===== src/hdl/msd_pkg.sv =====
// Shared constants, types and the Morse code table of the stream decoder.
package msd_pkg;

    // Longest dot/dash pattern that the symbol buffer holds (legal range 10 to 16).
    localparam int MaxCodeLen = 10;
    localparam int LenW       = $clog2(MaxCodeLen + 1);

    // Table entries carry their pattern at the widest legal buffer size.
    localparam int TableBitsW = 16;
    localparam int TableLenW  = 5;
    localparam int CodeCount  = 54;

    localparam logic [7:0] AsciiSpace = 8'h20;
    localparam logic [7:0] AsciiDot   = 8'h2E;
    localparam logic [7:0] AsciiDash  = 8'h2D;
    localparam logic [7:0] AsciiSlash = 8'h2F;

    localparam logic [6:0] CharSpace  = 7'd32;
    localparam logic [6:0] CharNone   = 7'd0;

    typedef logic [MaxCodeLen-1:0] pattern_t;
    typedef logic [LenW-1:0]       pattern_len_t;

    typedef struct packed {
        logic [TableLenW-1:0]  len;
        logic [TableBitsW-1:0] bits;
        logic [6:0]            ch;
    } code_entry_t;

    // Dash is 1, dot is 0, first symbol in the highest used bit.
    localparam code_entry_t CodeTable [CodeCount] = '{
        '{5'd2,  16'b01,         7'h61}, // a
        '{5'd4,  16'b1000,       7'h62}, // b
        '{5'd4,  16'b1010,       7'h63}, // c
        '{5'd3,  16'b100,        7'h64}, // d
        '{5'd1,  16'b0,          7'h65}, // e
        '{5'd4,  16'b0010,       7'h66}, // f
        '{5'd3,  16'b110,        7'h67}, // g
        '{5'd4,  16'b0000,       7'h68}, // h
        '{5'd2,  16'b00,         7'h69}, // i
        '{5'd4,  16'b0111,       7'h6A}, // j
        '{5'd3,  16'b101,        7'h6B}, // k
        '{5'd4,  16'b0100,       7'h6C}, // l
        '{5'd2,  16'b11,         7'h6D}, // m
        '{5'd2,  16'b10,         7'h6E}, // n
        '{5'd3,  16'b111,        7'h6F}, // o
        '{5'd4,  16'b0110,       7'h70}, // p
        '{5'd4,  16'b1101,       7'h71}, // q
        '{5'd3,  16'b010,        7'h72}, // r
        '{5'd3,  16'b000,        7'h73}, // s
        '{5'd1,  16'b1,          7'h74}, // t
        '{5'd3,  16'b001,        7'h75}, // u
        '{5'd4,  16'b0001,       7'h76}, // v
        '{5'd3,  16'b011,        7'h77}, // w
        '{5'd4,  16'b1001,       7'h78}, // x
        '{5'd4,  16'b1011,       7'h79}, // y
        '{5'd4,  16'b1100,       7'h7A}, // z
        '{5'd5,  16'b01111,      7'h31}, // 1
        '{5'd5,  16'b00111,      7'h32}, // 2
        '{5'd5,  16'b00011,      7'h33}, // 3
        '{5'd5,  16'b00001,      7'h34}, // 4
        '{5'd5,  16'b00000,      7'h35}, // 5
        '{5'd5,  16'b10000,      7'h36}, // 6
        '{5'd5,  16'b11000,      7'h37}, // 7
        '{5'd5,  16'b11100,      7'h38}, // 8
        '{5'd5,  16'b11110,      7'h39}, // 9
        '{5'd5,  16'b11111,      7'h30}, // 0
        '{5'd6,  16'b010101,     7'h2E}, // full stop
        '{5'd6,  16'b110011,     7'h2C}, // comma
        '{5'd6,  16'b001100,     7'h3F}, // question mark
        '{5'd6,  16'b011110,     7'h27}, // apostrophe
        '{5'd10, 16'b1010111110, 7'h21}, // exclamation mark
        '{5'd5,  16'b10010,      7'h2F}, // slash
        '{5'd5,  16'b10110,      7'h28}, // open parenthesis
        '{5'd6,  16'b101101,     7'h29}, // close parenthesis
        '{5'd5,  16'b01000,      7'h26}, // ampersand
        '{5'd6,  16'b111000,     7'h3A}, // colon
        '{5'd6,  16'b101010,     7'h3B}, // semicolon
        '{5'd5,  16'b10001,      7'h3D}, // equals
        '{5'd5,  16'b01010,      7'h2B}, // plus
        '{5'd6,  16'b100001,     7'h2D}, // hyphen
        '{5'd6,  16'b001101,     7'h5F}, // underscore
        '{5'd6,  16'b010010,     7'h22}, // double quote
        '{5'd7,  16'b0001001,    7'h24}, // dollar
        '{5'd6,  16'b011010,     7'h40}  // at sign
    };

    // Parallel match against every table entry; the first entry that matches wins.
    function automatic logic [6:0] lookup_code(input pattern_len_t len, input pattern_t bits);
        logic [6:0] ch;
        ch = CharNone;
        for (int i = CodeCount - 1; i >= 0; i--) begin
            if ((CodeTable[i].len == TableLenW'(len)) &&
                (CodeTable[i].bits == TableBitsW'(bits))) begin
                ch = CodeTable[i].ch;
            end
        end
        return ch;
    endfunction

endpackage


===== src/hdl/msd_stream_if.sv =====
// Valid/ready channel interfaces for the symbol byte input and the decoded character output.
interface msd_byte_if;
    logic       valid;
    logic       ready;
    logic [7:0] symbol_byte;

    modport source (output valid, output symbol_byte, input ready);
    modport sink   (input valid, input symbol_byte, output ready);
endinterface

interface msd_char_if;
    logic       valid;
    logic       ready;
    logic [6:0] decoded_char;

    modport source (output valid, output decoded_char, input ready);
    modport sink   (input valid, input decoded_char, output ready);
endinterface


===== src/hdl/morse_stream_decoder_core.sv =====
// Morse stream decoder: input register, symbol buffer with table match, result register.
//
//  Channel     Direction  Payload              Transfers per item
//  symbol_in   in         symbol_byte [7:0]    exactly one
//  char_out    out        decoded_char [6:0]   zero or one
//
// One item can be taken in every cycle while the result register is free or being emptied.
// An item waits in the input register until it retires, and the character it produces is
// then loaded into the result register, which drives output valid.
// The rate is set by the single input register feeding the buffer update and table match.
// Reset clears the valid flags and the symbol buffer; the block is ready straight after.
// While a result waits unaccepted the input register may still fill once; further input
// is held off until char_out is taken.
module morse_stream_decoder_core (
    input logic          clk,
    input logic          rst_n,
    msd_byte_if.sink     symbol_in,
    msd_char_if.source   char_out
);

    // Input register stage.
    logic       in_valid_reg;
    logic [7:0] in_byte_reg;

    // Symbol buffer state.
    msd_pkg::pattern_t     pattern_bits_reg,   pattern_bits_next;
    msd_pkg::pattern_len_t pattern_length_reg, pattern_length_next;
    logic                  slash_seen_reg,     slash_seen_next;
    logic                  pattern_invalid_reg, pattern_invalid_next;

    // Result register.
    logic       out_valid_reg, out_valid_next;
    logic [6:0] out_char_reg;

    logic       stage_advance;
    logic       is_space;
    logic [6:0] match_char;
    logic [6:0] result_char;
    logic       emit;

    // The held item retires whenever the result register is free or being emptied.
    assign stage_advance   = in_valid_reg && (!out_valid_reg || char_out.ready);
    assign symbol_in.ready = !in_valid_reg || stage_advance;

    assign is_space   = (in_byte_reg == msd_pkg::AsciiSpace);
    assign match_char = msd_pkg::lookup_code(pattern_length_reg, pattern_bits_reg);

    // A letter containing the word mark is only valid as the mark on its own.
    always_comb
    begin
        result_char = msd_pkg::CharNone;
        if ((pattern_length_reg != '0) && !pattern_invalid_reg) begin
            if (slash_seen_reg) begin
                if (pattern_length_reg == msd_pkg::pattern_len_t'(1)) begin
                    result_char = msd_pkg::CharSpace;
                end
            end else begin
                result_char = match_char;
            end
        end
    end

    assign emit = stage_advance && is_space && (result_char != msd_pkg::CharNone);

    // Buffer update: a space clears everything; any other byte is shifted in unless the
    // buffer is already full, in which case the letter is marked invalid.
    always_comb
    begin
        pattern_bits_next    = pattern_bits_reg;
        pattern_length_next  = pattern_length_reg;
        slash_seen_next      = slash_seen_reg;
        pattern_invalid_next = pattern_invalid_reg;
        if (stage_advance) begin
            if (is_space) begin
                pattern_bits_next    = '0;
                pattern_length_next  = '0;
                slash_seen_next      = 1'b0;
                pattern_invalid_next = 1'b0;
            end else if (pattern_length_reg ==
                         msd_pkg::pattern_len_t'(msd_pkg::MaxCodeLen)) begin
                pattern_invalid_next = 1'b1;
            end else begin
                pattern_bits_next   = {pattern_bits_reg[msd_pkg::MaxCodeLen-2:0],
                                       (in_byte_reg == msd_pkg::AsciiDash)};
                pattern_length_next = pattern_length_reg + msd_pkg::pattern_len_t'(1);
                if (in_byte_reg == msd_pkg::AsciiSlash) begin
                    slash_seen_next = 1'b1;
                end else if ((in_byte_reg != msd_pkg::AsciiDot) &&
                             (in_byte_reg != msd_pkg::AsciiDash)) begin
                    pattern_invalid_next = 1'b1;
                end
            end
        end
    end

    always_comb
    begin
        out_valid_next = out_valid_reg;
        if (emit) begin
            out_valid_next = 1'b1;
        end else if (char_out.ready) begin
            out_valid_next = 1'b0;
        end
    end

    always_ff @(posedge clk or negedge rst_n)
    begin
        if (!rst_n) begin
            in_valid_reg        <= 1'b0;
            out_valid_reg       <= 1'b0;
            pattern_bits_reg    <= '0;
            pattern_length_reg  <= '0;
            slash_seen_reg      <= 1'b0;
            pattern_invalid_reg <= 1'b0;
        end else begin
            if (symbol_in.ready) begin
                in_valid_reg <= symbol_in.valid;
            end
            out_valid_reg       <= out_valid_next;
            pattern_bits_reg    <= pattern_bits_next;
            pattern_length_reg  <= pattern_length_next;
            slash_seen_reg      <= slash_seen_next;
            pattern_invalid_reg <= pattern_invalid_next;
        end
    end

    // Payload registers carry no reset.
    always_ff @(posedge clk)
    begin
        if (symbol_in.ready && symbol_in.valid) begin
            in_byte_reg <= symbol_in.symbol_byte;
        end
        if (emit) begin
            out_char_reg <= result_char;
        end
    end

    assign char_out.valid        = out_valid_reg;
    assign char_out.decoded_char = out_char_reg;

endmodule


===== src/flat_wrapper.sv =====
// flat-port wrapper written by rule: the top's interface ports become plain ports
module morse_stream_decoder_core_flat 
  (clk, rst_n, symbol_in_valid, symbol_in_symbol_byte, symbol_in_ready, char_out_valid, char_out_decoded_char, char_out_ready);
  msd_byte_if symbol_in_i ();
  msd_char_if char_out_i ();
  input logic clk;
  input logic rst_n;
  input wire logic [$bits(symbol_in_i.valid)-1:0] symbol_in_valid;
  input wire logic [$bits(symbol_in_i.symbol_byte)-1:0] symbol_in_symbol_byte;
  output wire logic [$bits(symbol_in_i.ready)-1:0] symbol_in_ready;
  output wire logic [$bits(char_out_i.valid)-1:0] char_out_valid;
  output wire logic [$bits(char_out_i.decoded_char)-1:0] char_out_decoded_char;
  input wire logic [$bits(char_out_i.ready)-1:0] char_out_ready;
  assign symbol_in_i.valid = symbol_in_valid;
  assign symbol_in_i.symbol_byte = symbol_in_symbol_byte;
  assign symbol_in_ready = symbol_in_i.ready;
  assign char_out_valid = char_out_i.valid;
  assign char_out_decoded_char = char_out_i.decoded_char;
  assign char_out_i.ready = char_out_ready;
  morse_stream_decoder_core u_core (.clk(clk), .rst_n(rst_n), .symbol_in(symbol_in_i), .char_out(char_out_i));
endmodule

===== config.mk =====
export PLATFORM = sky130hd
export DESIGN_NAME = morse_stream_decoder_core_flat
export DESIGN_NICKNAME = d
export VERILOG_FILES = /design/src/hdl/msd_pkg.sv /design/src/hdl/msd_stream_if.sv /design/src/hdl/morse_stream_decoder_core.sv /design/src/flat_wrapper.sv
export SDC_FILE = /design/constraint.sdc
export NUM_CORES = 1
export LEC_CHECK = 0
export BUFFER_PORTS_ARGS = -buffer_cell sky130_fd_sc_hd__buf_4
export CAP_MARGIN = 20
export CORE_UTILIZATION = 35
export CTS_CLUSTER_DIAMETER = 100
export DETAILED_ROUTE_END_ITERATION = 6
export SYNTH_ARGS = -nofsm -noshare
export SYNTH_HDL_FRONTEND = slang
export SYNTH_SLANG_ARGS = --single-unit

===== constraint.sdc =====
create_clock -name clk -period 4 [get_ports clk]
set_clock_uncertainty 0.15 [all_clocks]
set_input_delay 0.8 -clock clk [delete_from_list [all_inputs] [get_ports clk]]
set_output_delay 0.8 -clock clk [all_outputs]
set_load 0.02 [all_outputs]

# Word level (Yosys, flattened, before mapping)

Cells that the tools add are included.

Input bits: 12
Word-level logic and storage cells: 200
Output and inout port bits: 9
Bits in registers: 33

Multiplexer cells: 70
Eq/ne operators: 47
Reduce and logical (&&, ||, !) cells: 74
Add/sub/neg operators: 1

Operators with widths:

| operator                                              | number |
|---|---|
| two-way mux 7 bit                                     | 56 |
| equality test 5 x 10 -> 1 bit, first input constant   | 10 |
| equality test 4 x 10 -> 1 bit, first input constant   | 7 |
| logical AND 1 bit                                     | 60 |
| equality test 6 x 10 -> 1 bit, first input constant   | 5 |
| equality test 3 x 10 -> 1 bit, first input constant   | 4 |
| equality test 8 x 6 -> 1 bit, second input constant   | 3 |
| equality test 2 x 10 -> 1 bit, first input constant   | 2 |
| two-way mux 10 bit                                    | 2 |
| equality test 3 x 4 -> 1 bit, first input constant    | 4 |
| inequality test 8 x 6 -> 1 bit, second input constant | 2 |
| equality test 1 x 10 -> 1 bit, first input constant   | 1 |
| equality test 10 bit, first input constant            | 1 |
| logical NOT 10 bit                                    | 1 |
| two-way mux 1 bit                                     | 9 |
| equality test 2 x 4 -> 1 bit, first input constant    | 2 |
| two-way mux 4 bit                                     | 2 |
| nonzero test 7 bit                                    | 1 |
| two-way mux 6 bit                                     | 1 |
| AND reduction 3 bit                                   | 2 |
| adder 4 x 1 -> 4 bit, second input constant           | 1 |
| equality test 1 x 4 -> 1 bit, first input constant    | 1 |
| equality test 4 x 1 -> 1 bit, second input constant   | 1 |
| equality test 4 bit, first input constant             | 1 |
| other kinds (9)                                       | 13 |

# Longest topological paths before layout

Gate-level depths: netlist of run 1.

Depth in word-level cells: 61
Depth in mapped cells: 10
Mapped depth without buffers: 9

# Worst setup path before layout of run 1

No wires, ideal clock.

Kind: reg-to-reg
Start point: reg u_core.pattern_length_reg[0]
End point: reg u_core.out_char_reg[0], in the netlist u_core.char_out.decoded_char[0] (enable)
Setup slack: 0.770 ns
Library setup time: 0.373 ns
Clock period less this slack: 3.230 ns
Path buffers: 1
Stages on the path, launching flop included: 11
Required time: 3.477 ns
Arrival: 2.707 ns
Cell sequence: dfrtp_1 inv_1 ha_1 clkbuf_1 nor3b_1 a32oi_1 nor2_1 or4_2 a311oi_4 nor2_1 a21boi_1

Elaborated cells between the ends (all ways): 124
Those cells by class: 9 x eq/ne; 57 x mux; 58 x reduce/logical

RTL lines:

| what                             | line                             | source |
|---|---|---|
| from (decl)                      | morse_stream_decoder_core.sv:27  | `msd_pkg::pattern_len_t pattern_length_reg, pattern_length_next;` |
| from (signal assigned)           | morse_stream_decoder_core.sv:121 | `pattern_length_reg <= pattern_length_next;` |
| equality test 3 x 4 -> 1 bit     | msd_pkg.sv:93                    | `if ((CodeTable[i].len == TableLenW'(len)) &&` |
| logical AND 1 bit                | msd_pkg.sv:93                    |  |
| two-way mux 7 bit (53 in series) | msd_pkg.sv:93                    |  |
| two-way mux 7 bit                | morse_stream_decoder_core.sv:53  | `if (slash_seen_reg) begin` |
| two-way mux 7 bit (*)            | morse_stream_decoder_core.sv:52  | `if ((pattern_length_reg != '0) && !pattern_invalid_reg) begin` |
| net u_core.result_char[4]        | morse_stream_decoder_core.sv:38  | `logic [6:0] result_char;` |
| nonzero test 7 bit (*)           | morse_stream_decoder_core.sv:63  | `assign emit = stage_advance && is_space && (result_char != msd_pkg::CharNone);` |
| logical AND 1 bit (*)            | morse_stream_decoder_core.sv:63  |  |
| net u_core.emit                  | morse_stream_decoder_core.sv:39  | `logic emit;` |
| to (signal assigned)             | morse_stream_decoder_core.sv:134 | `out_char_reg <= result_char;` |
| to (decl)                        | morse_stream_decoder_core.sv:33  | `logic [6:0] out_char_reg;` |

Mark *: on every way through the listed nets, which the timed path passes. The rest lies on a longest branch.
A chain may end at the register's enable or synchronous reset.

# Worst setup path in the final report of run 1

Start point: reg u_core.pattern_length_reg[0]
End point: reg u_core.out_char_reg[3], in the netlist u_core.char_out.decoded_char[3] (enable)

The elaborated chain is that of the path after synthesis.

==> run metrics, run 1 <==
Leak 1.200 nW; antenna-violating nets left 0; TritonCTS Sinks 33; Tot GR Track Use 19.89%; post-route minimum period 3.621 ns; sequential fraction of the synthesis area roughly a third; vias 2777; vias in the first global route roughly 2700; post-layout instance area 3100 sq um; xor/xnor share of the synthesized area about 1.3%; ys async rst share between 50% and 60%; Worst VDD drop 0.0002428 V; Post-synth EDFFs 15; outcome complete, no violations; Fin. Hold Viols 0; synthesized flop and latch total 33; clock root cell clkbuf_8; main area contributors after synthesis dfrtp_1 16%, edfxtp_1 16%, nor2_1 4.2%; Synth area leader dfrtp_1; Tcrit/Tclk final 90.51%; Reg-to-Reg Start u_core.pattern_length_reg[0]; number of nets in the layout 348; fin cells 435; TNS Setup 0 ns; CP top delay family compound AO/OA/AOI/OAI gates; row cnt 32; die height 91.03 um; Die Span X 91.03 um; Core ar. ~7700 sq um; Distinct cells, synth 74; CP arrival 3.38 ns; n_diodes 0; cell area after placement between 2000 and 3000 sq um; 1st-iter DRT viols ~460; Clock Pin Slew Worst Setup and Hold Paths around 0.07 ns; mux cell area share after synthesis 2.346%; total power 1.184 mW; I/O pins 21; Layout area overhead 11.77%; largest family of logic cells by synthesized area simple AND/OR/NAND/NOR gates; post-CTS setup buffer count 0; CTS Hold Bufs 0; placed cells between 400 and 500; fill cell count just under 800; H-tree depth 2; total iterations of the first detailed-routing run 6; syn nets roughly 330; CP Launch Type flip-flop; ys flop type dfrtp_1; TritonCTS clock tree done; syn_area_per_cell just under 9 sq um; Mapped Area approximately 2800 sq um; setup violators final 0; synth warn 0; Worst path max stage delay about 0.69 ns; Yosys top cell area share 16.24%; Max Root-Sink Buffers 2; first-pass GRT wire length about 13000 um; Cell Chain, Critical Path inv_1 > ha_1 > and3b_1 > o21ai_1 > a211oi_1 > or4_2 > a311oi_4 > nor2_1 > a21boi_1; crit path max fanout 13; global route total overflow 0; Hold WS roughly 0.23 ns; GPL Wtd Cong slightly below 1; adder-cell share of the synthesized area 1.804%; Fmax between 200 and 300 MHz; Max-Cap Viols 0; Resized cells post-CTS 0; Num CTS Buffers 5; drt drc 0; worst min-delay path class in -> async; Place WS between 0.4 and 0.5 ns; largest net degree at the start of global routing 25; max reg flops 10; DP HPWL 5892 um; post-synthesis compound-gate area fraction approximately a quarter; RSZ-0062 raised after global routing no; initial antenna violation count 0; Post-Syn Instances 318; CP Data Required Time around 3.8 ns; headroom to the max-slew limit 47.50%; RR Endpoint u_core.char_out.decoded_char[3]; DR WL/cell about 18 um; simple-gate share of the synthesized area between 20% and 30%; vias per cell 6.384; port bufs 20; Worst Reg-to-Reg Cells 9; final wirelength between 8000 and 9000 um; PwrDens 382.0 nW/um^2; r2r setup slk around 0.38 ns; Crit Path Class reg -> reg; starting density of the core a little over a third; Finished Core Util roughly 40%; crit end category flip-flop; Tightest Pin Transition 0.7846 ns; CP Buf/Inv Count 1; Clk Latency, worst-skew pair around 0.28 ns; slowest stage cell on the critical path or4_2; final-report max-slew violation count 0; setup ws final between 0.3 and 0.4 ns; Die ar. just over 8000 sq um; share of cells above drive strength 1 a little under a fifth
-- placed cells by master, fill, tap and decap left out, types with 4 or more instances in the layout --
| cell type | n |
|---|---|
| buf_4 | 33 |
| nor2_1 | 31 |
| nand2_1 | 19 |
| dfrtp_1 | 18 |
| o21ai_0 | 16 |
| nand3_1 | 15 |
| edfxtp_1 | 15 |
| a21oi_1 | 13 |
| inv_1 | 10 |
| nor3_1 | 9 |
| a22o_1 | 9 |
| nor2b_1 | 8 |
| nand4_1 | 7 |
| a211oi_1 | 6 |
| nand2b_1 | 5 |
| nor3b_1 | 5 |
| a31oi_1 | 5 |
| clkbuf_8 | 5 |
| nor4bb_1 | 4 |
| and3b_1 | 4 |
| o32ai_1 | 4 |
| mux2_2 | 4 |
| nand3b_1 | 4 |
| ha_1 | 4 |
-- cells by family after synthesis --
family / after synthesis
and+or+nand+nor: 140
muxes: 6
DFF: 33
xor gates and xnor gates: 4
buffers and inverters: 36
adders and majority gates: 4
AOI/OAI and AO/OA: 95
-- final cells by class --
cell class / instances / area [sq um] / share of cell area [%]
clock inverter: 2 / 35.03 / 1.130
timing repair buffer: 33 / 247.7 / 7.990
inverter: 10 / 37.54 / 1.211
multi-input combinational: 249 / 1679 / 54.16
sequential: 33 / 900.9 / 29.06
tap: 102 / 127.6 / 4.116
clock buffer: 6 / 72.57 / 2.341
-- Yosys cell counts (5+ instances only) --
library cell	number
clkbuf_1	12
o21ai_0	16
a31oi_1	5
a211oi_1	6
nand2_1	19
edfxtp_1	15
a21oi_1	13
dfrtp_1	18
nor3_1	9
nor3b_1	5
inv_1	10
nor2_1	31
a22o_1	9
nand4_1	7
nand2b_1	5
nor2b_1	8
nand3_1	15
-- metal layers --
layer | vias to the layer above | track usage [%] | wire length (um)
met5 | - | 0 | 0
met4 | 0 | 10.45 | 379
met3 | 44 | 4.271 | 731
met2 | 183 | 30.56 | 3491
met1 | 1293 | 26.13 | 3407
li1 | 1257 | - | -
-- where the power goes --
part	leakage (nW)	internal, mW	switching [mW]	total, mW
Sequential	0.385	0.383	0.0667	0.450
Combinational	0.759	0.180	0.253	0.433
Clock	0.0552	0.185	0.116	0.301
Total	1.20	0.748	0.436	1.18
-- how the worst max path moves through the flow --
stage | start | end | slack (ns) | cells after the start
floorplan | u_core.pattern_length_reg[0] | u_core.char_out.decoded_char[0] | 0.77 | 10
global route | u_core.pattern_length_reg[0] | u_core.char_out.decoded_char[5] | 0.12 | 9
CTS | u_core.pattern_length_reg[0] | u_core.char_out.decoded_char[2] | 0.43 | 9
global placement | u_core.pattern_length_reg[0] | u_core.char_out.decoded_char[3] | 0.53 | 9
detailed placement | u_core.pattern_length_reg[0] | u_core.char_out.decoded_char[2] | 0.45 | 9
finish | u_core.pattern_length_reg[0] | u_core.char_out.decoded_char[3] | 0.38 | 9
Note: power is estimated with default switching activity, not from simulation.
==> inputs of run 2 (changes only) <==
--- a/config.mk
+++ b/config.mk
@@ -5,11 +5,12 @@
 export SDC_FILE = /design/constraint.sdc
 export NUM_CORES = 1
 export LEC_CHECK = 0
-export BUFFER_PORTS_ARGS = -buffer_cell sky130_fd_sc_hd__buf_4
+export BUFFER_PORTS_ARGS = -buffer_cell sky130_fd_sc_hd__buf_2
 export CAP_MARGIN = 20
 export CORE_UTILIZATION = 35
 export CTS_CLUSTER_DIAMETER = 100
 export DETAILED_ROUTE_END_ITERATION = 6
+export PLACE_DENSITY_LB_ADDON = 0.12
 export SYNTH_ARGS = -nofsm -noshare
 export SYNTH_HDL_FRONTEND = slang
 export SYNTH_SLANG_ARGS = --single-unit
==> run metrics, run 2 (synthesized netlist as in run 1, its figures left out) <==
initial antenna violation count 0 (unchanged); headroom to the max-slew limit 40.00% (-7.5 points); RSZ-0062 raised after global routing no; vias in the first global route 2473 (-6.7%); total iterations of the first detailed-routing run 5 (-1); Worst Reg-to-Reg Cells 9 (unchanged); Hold WS 0.2887 ns (+0.05774 ns); Place WS 0.6345 ns (+0.1827 ns); vias per cell 6.325 (-0.92%); Clk Latency, worst-skew pair 0.29 ns (about the same); Tcrit/Tclk final 85.74% (-4.8 points); final-report max-slew violation count 0 (unchanged); switching component of the power 450.7 uW (+3.3%); WL met1 3570 um (+4.8%); Top Metal Used met4; Reg-to-Reg Start u_core.pattern_length_reg[1]; n_diodes 0 (unchanged); starting density of the core 36.08% (unchanged); power share of the clock group 25.7% (+0.3 points); fin cells 434 (-0.23%); Num CTS Buffers 5 (unchanged); CP arrival 3.28 ns (-0.10 ns); DR WL/cell 18.87 um (+2.5%); cell area after placement 2935 sq um (-1.9%); row cnt 32 (unchanged); Worst setup startpoint u_core.pattern_length_reg[1]; Core ar. 7687 sq um (unchanged); placed cells 426 (-0.23%); power share of the combinational group 36.6% (about the same); setup violators final 0 (unchanged); number of nets in the layout 347 (-0.29%); first-pass GRT wire length 13610 um (+2.9%); crit path max fanout 11 (-2); PwrDens 391.6 nW/um^2 (+2.5%); post-route minimum period 3.430 ns (-0.1909 ns); largest net degree at the start of global routing 22 (-12%); Max-Cap Viols 0 (unchanged); Max Root-Sink Buffers 2 (unchanged); sequential share of power 37.7% (-0.3 points); WL met3 611 um (-16%); Layout area overhead 9.788%; antenna-violating nets left 0 (unchanged); total power 1.193 mW (+0.70%); share of cells above drive strength 1 17.77% (-0.25 points); Resized cells post-CTS 0 (unchanged); Fmax 291.6 MHz (+5.6%); setup ws final 0.5703 ns (+0.1909 ns); RR Endpoint u_core.char_out.decoded_char[0]; CTS Hold Bufs 0 (unchanged); I/O pins 21 (unchanged); Tot GR Track Use 21.06% (+1.2 points); drt drc 0 (unchanged); fill cell count 787 (+0.13%); vias 2745 (-1.2%); post-layout instance area 3045 sq um (-1.8%); Fin. Hold Viols 0 (unchanged); clock root cell clkbuf_8; Die ar. 8286 sq um (unchanged); final wirelength 8188 um (+2.2%); H-tree depth 2 (unchanged); Die Span X 91.03 um (unchanged); most frequent cells in the layout 31 x nor2_1, 20 x buf_2, 19 x nand2_1, 18 x dfrtp_1, 16 x o21ai_0; 1st-iter DRT viols 355 (-23%); crit end category flip-flop; commonest non-fill, non-tap cell in the layout nor2_1; TNS Setup 0 ns (unchanged); CP Launch Type flip-flop; Critical path destination u_core.char_out.decoded_char[0]; Worst VDD drop 0.0001935 V (-20%); Leak 1.179 nW (-1.8%); post-CTS setup buffer count 0 (unchanged); DP HPWL 6103 um (+3.6%); port bufs 20 (unchanged); die height 91.03 um (unchanged); met2 WL 3629 um (+4.0%); CP Data Required Time 3.85 ns (+0.09 ns); Clock Pin Slew Worst Setup and Hold Paths 0.07 ns (about the same); r2r setup slk 0.57 ns (+0.19 ns); Pint 742.0 uW (-0.84%); global route total overflow 0 (unchanged); TritonCTS clock tree done; GPL Wtd Cong 0.9631 (-0.20%); Crit Path Class reg -> reg; TritonCTS Sinks 33 (unchanged); outcome complete, no violations; net switching fraction of the power 37.79% (+0.97 points); worst min-delay path class in -> async; max reg flops 10 (unchanged); Tightest Pin Transition 0.8773 ns (+0.09266 ns); Finished Core Util 39.62% (-0.72 points)
-- run 2: cell count changes in the layout (fill, tap and decap cells not counted) --
cell        before  now
buf_4           33   12
buf_2            0   20
clkbuf_1         1    0
clkinv_1         0    1
clkinv_2         1    0
clkinvlp_4       0    1
-- run 2: worst min path at each step --
stage | from | cells past startpoint | slack, ns | end
6_report | rst_n | 1 | 0.29 | u_core.pattern_bits_reg[4]
5_1_grt | rst_n | 1 | 0.33 | u_core.pattern_bits_reg[7]
4_1_cts | rst_n | 1 | 0.30 | u_core.pattern_bits_reg[8]
3_5_place_dp | u_core.in_byte_reg[1] | 1 | 0.34 | u_core.pattern_bits_reg[0]
3_3_place_gp | u_core.in_byte_reg[1] | 1 | 0.34 | u_core.pattern_bits_reg[0]
2_1_floorplan | u_core.in_byte_reg[1] | 1 | 0.31 | u_core.pattern_bits_reg[0]
-- run 2: critical path, stage by stage, from the launching register on --
cell,delay [ns]
dfrtp_1,0.42
inv_1,0.09
ha_1,0.38
nor4bb_1,0.62
nand3_1,0.29
or3_2,0.54
a311oi_4,0.25
nor2_1,0.07
a21boi_1,0.15
buf_4,0.17
-- run 2: metal layers --
| metal | track usage, % | vias to the layer above |
|---|---|---|
| met5 | 0 | - |
| met4 | 9.921 | 0 |
| met3 | 3.350 | 32 |
| met2 | 31.38 | 143 |
| met1 | 29.68 | 1316 |
| li1 | - | 1254 |
-- run 2: final cells by class --
cell class              count  area (sq um)  area share (%)
flip-flops and latches     33         900.9           29.58
well taps                 102         127.6           4.191
clock inverters             3         41.29           1.356
repair buffers             32         190.2           6.245
multi-input cells         249          1679           55.14
clock buffers               5         68.82           2.260
inverters                  10         37.54           1.233
-- run 2: power groups by stage --
stage               clock [mW]  combinational (mW)  sequential [mW]
finish                   0.307               0.436            0.450
global route             0.328               0.476            0.457
CTS                      0.318               0.429            0.447
detailed placement           0               0.426            0.454
global placement             0               0.431            0.453
floorplan                    0               0.377            0.414
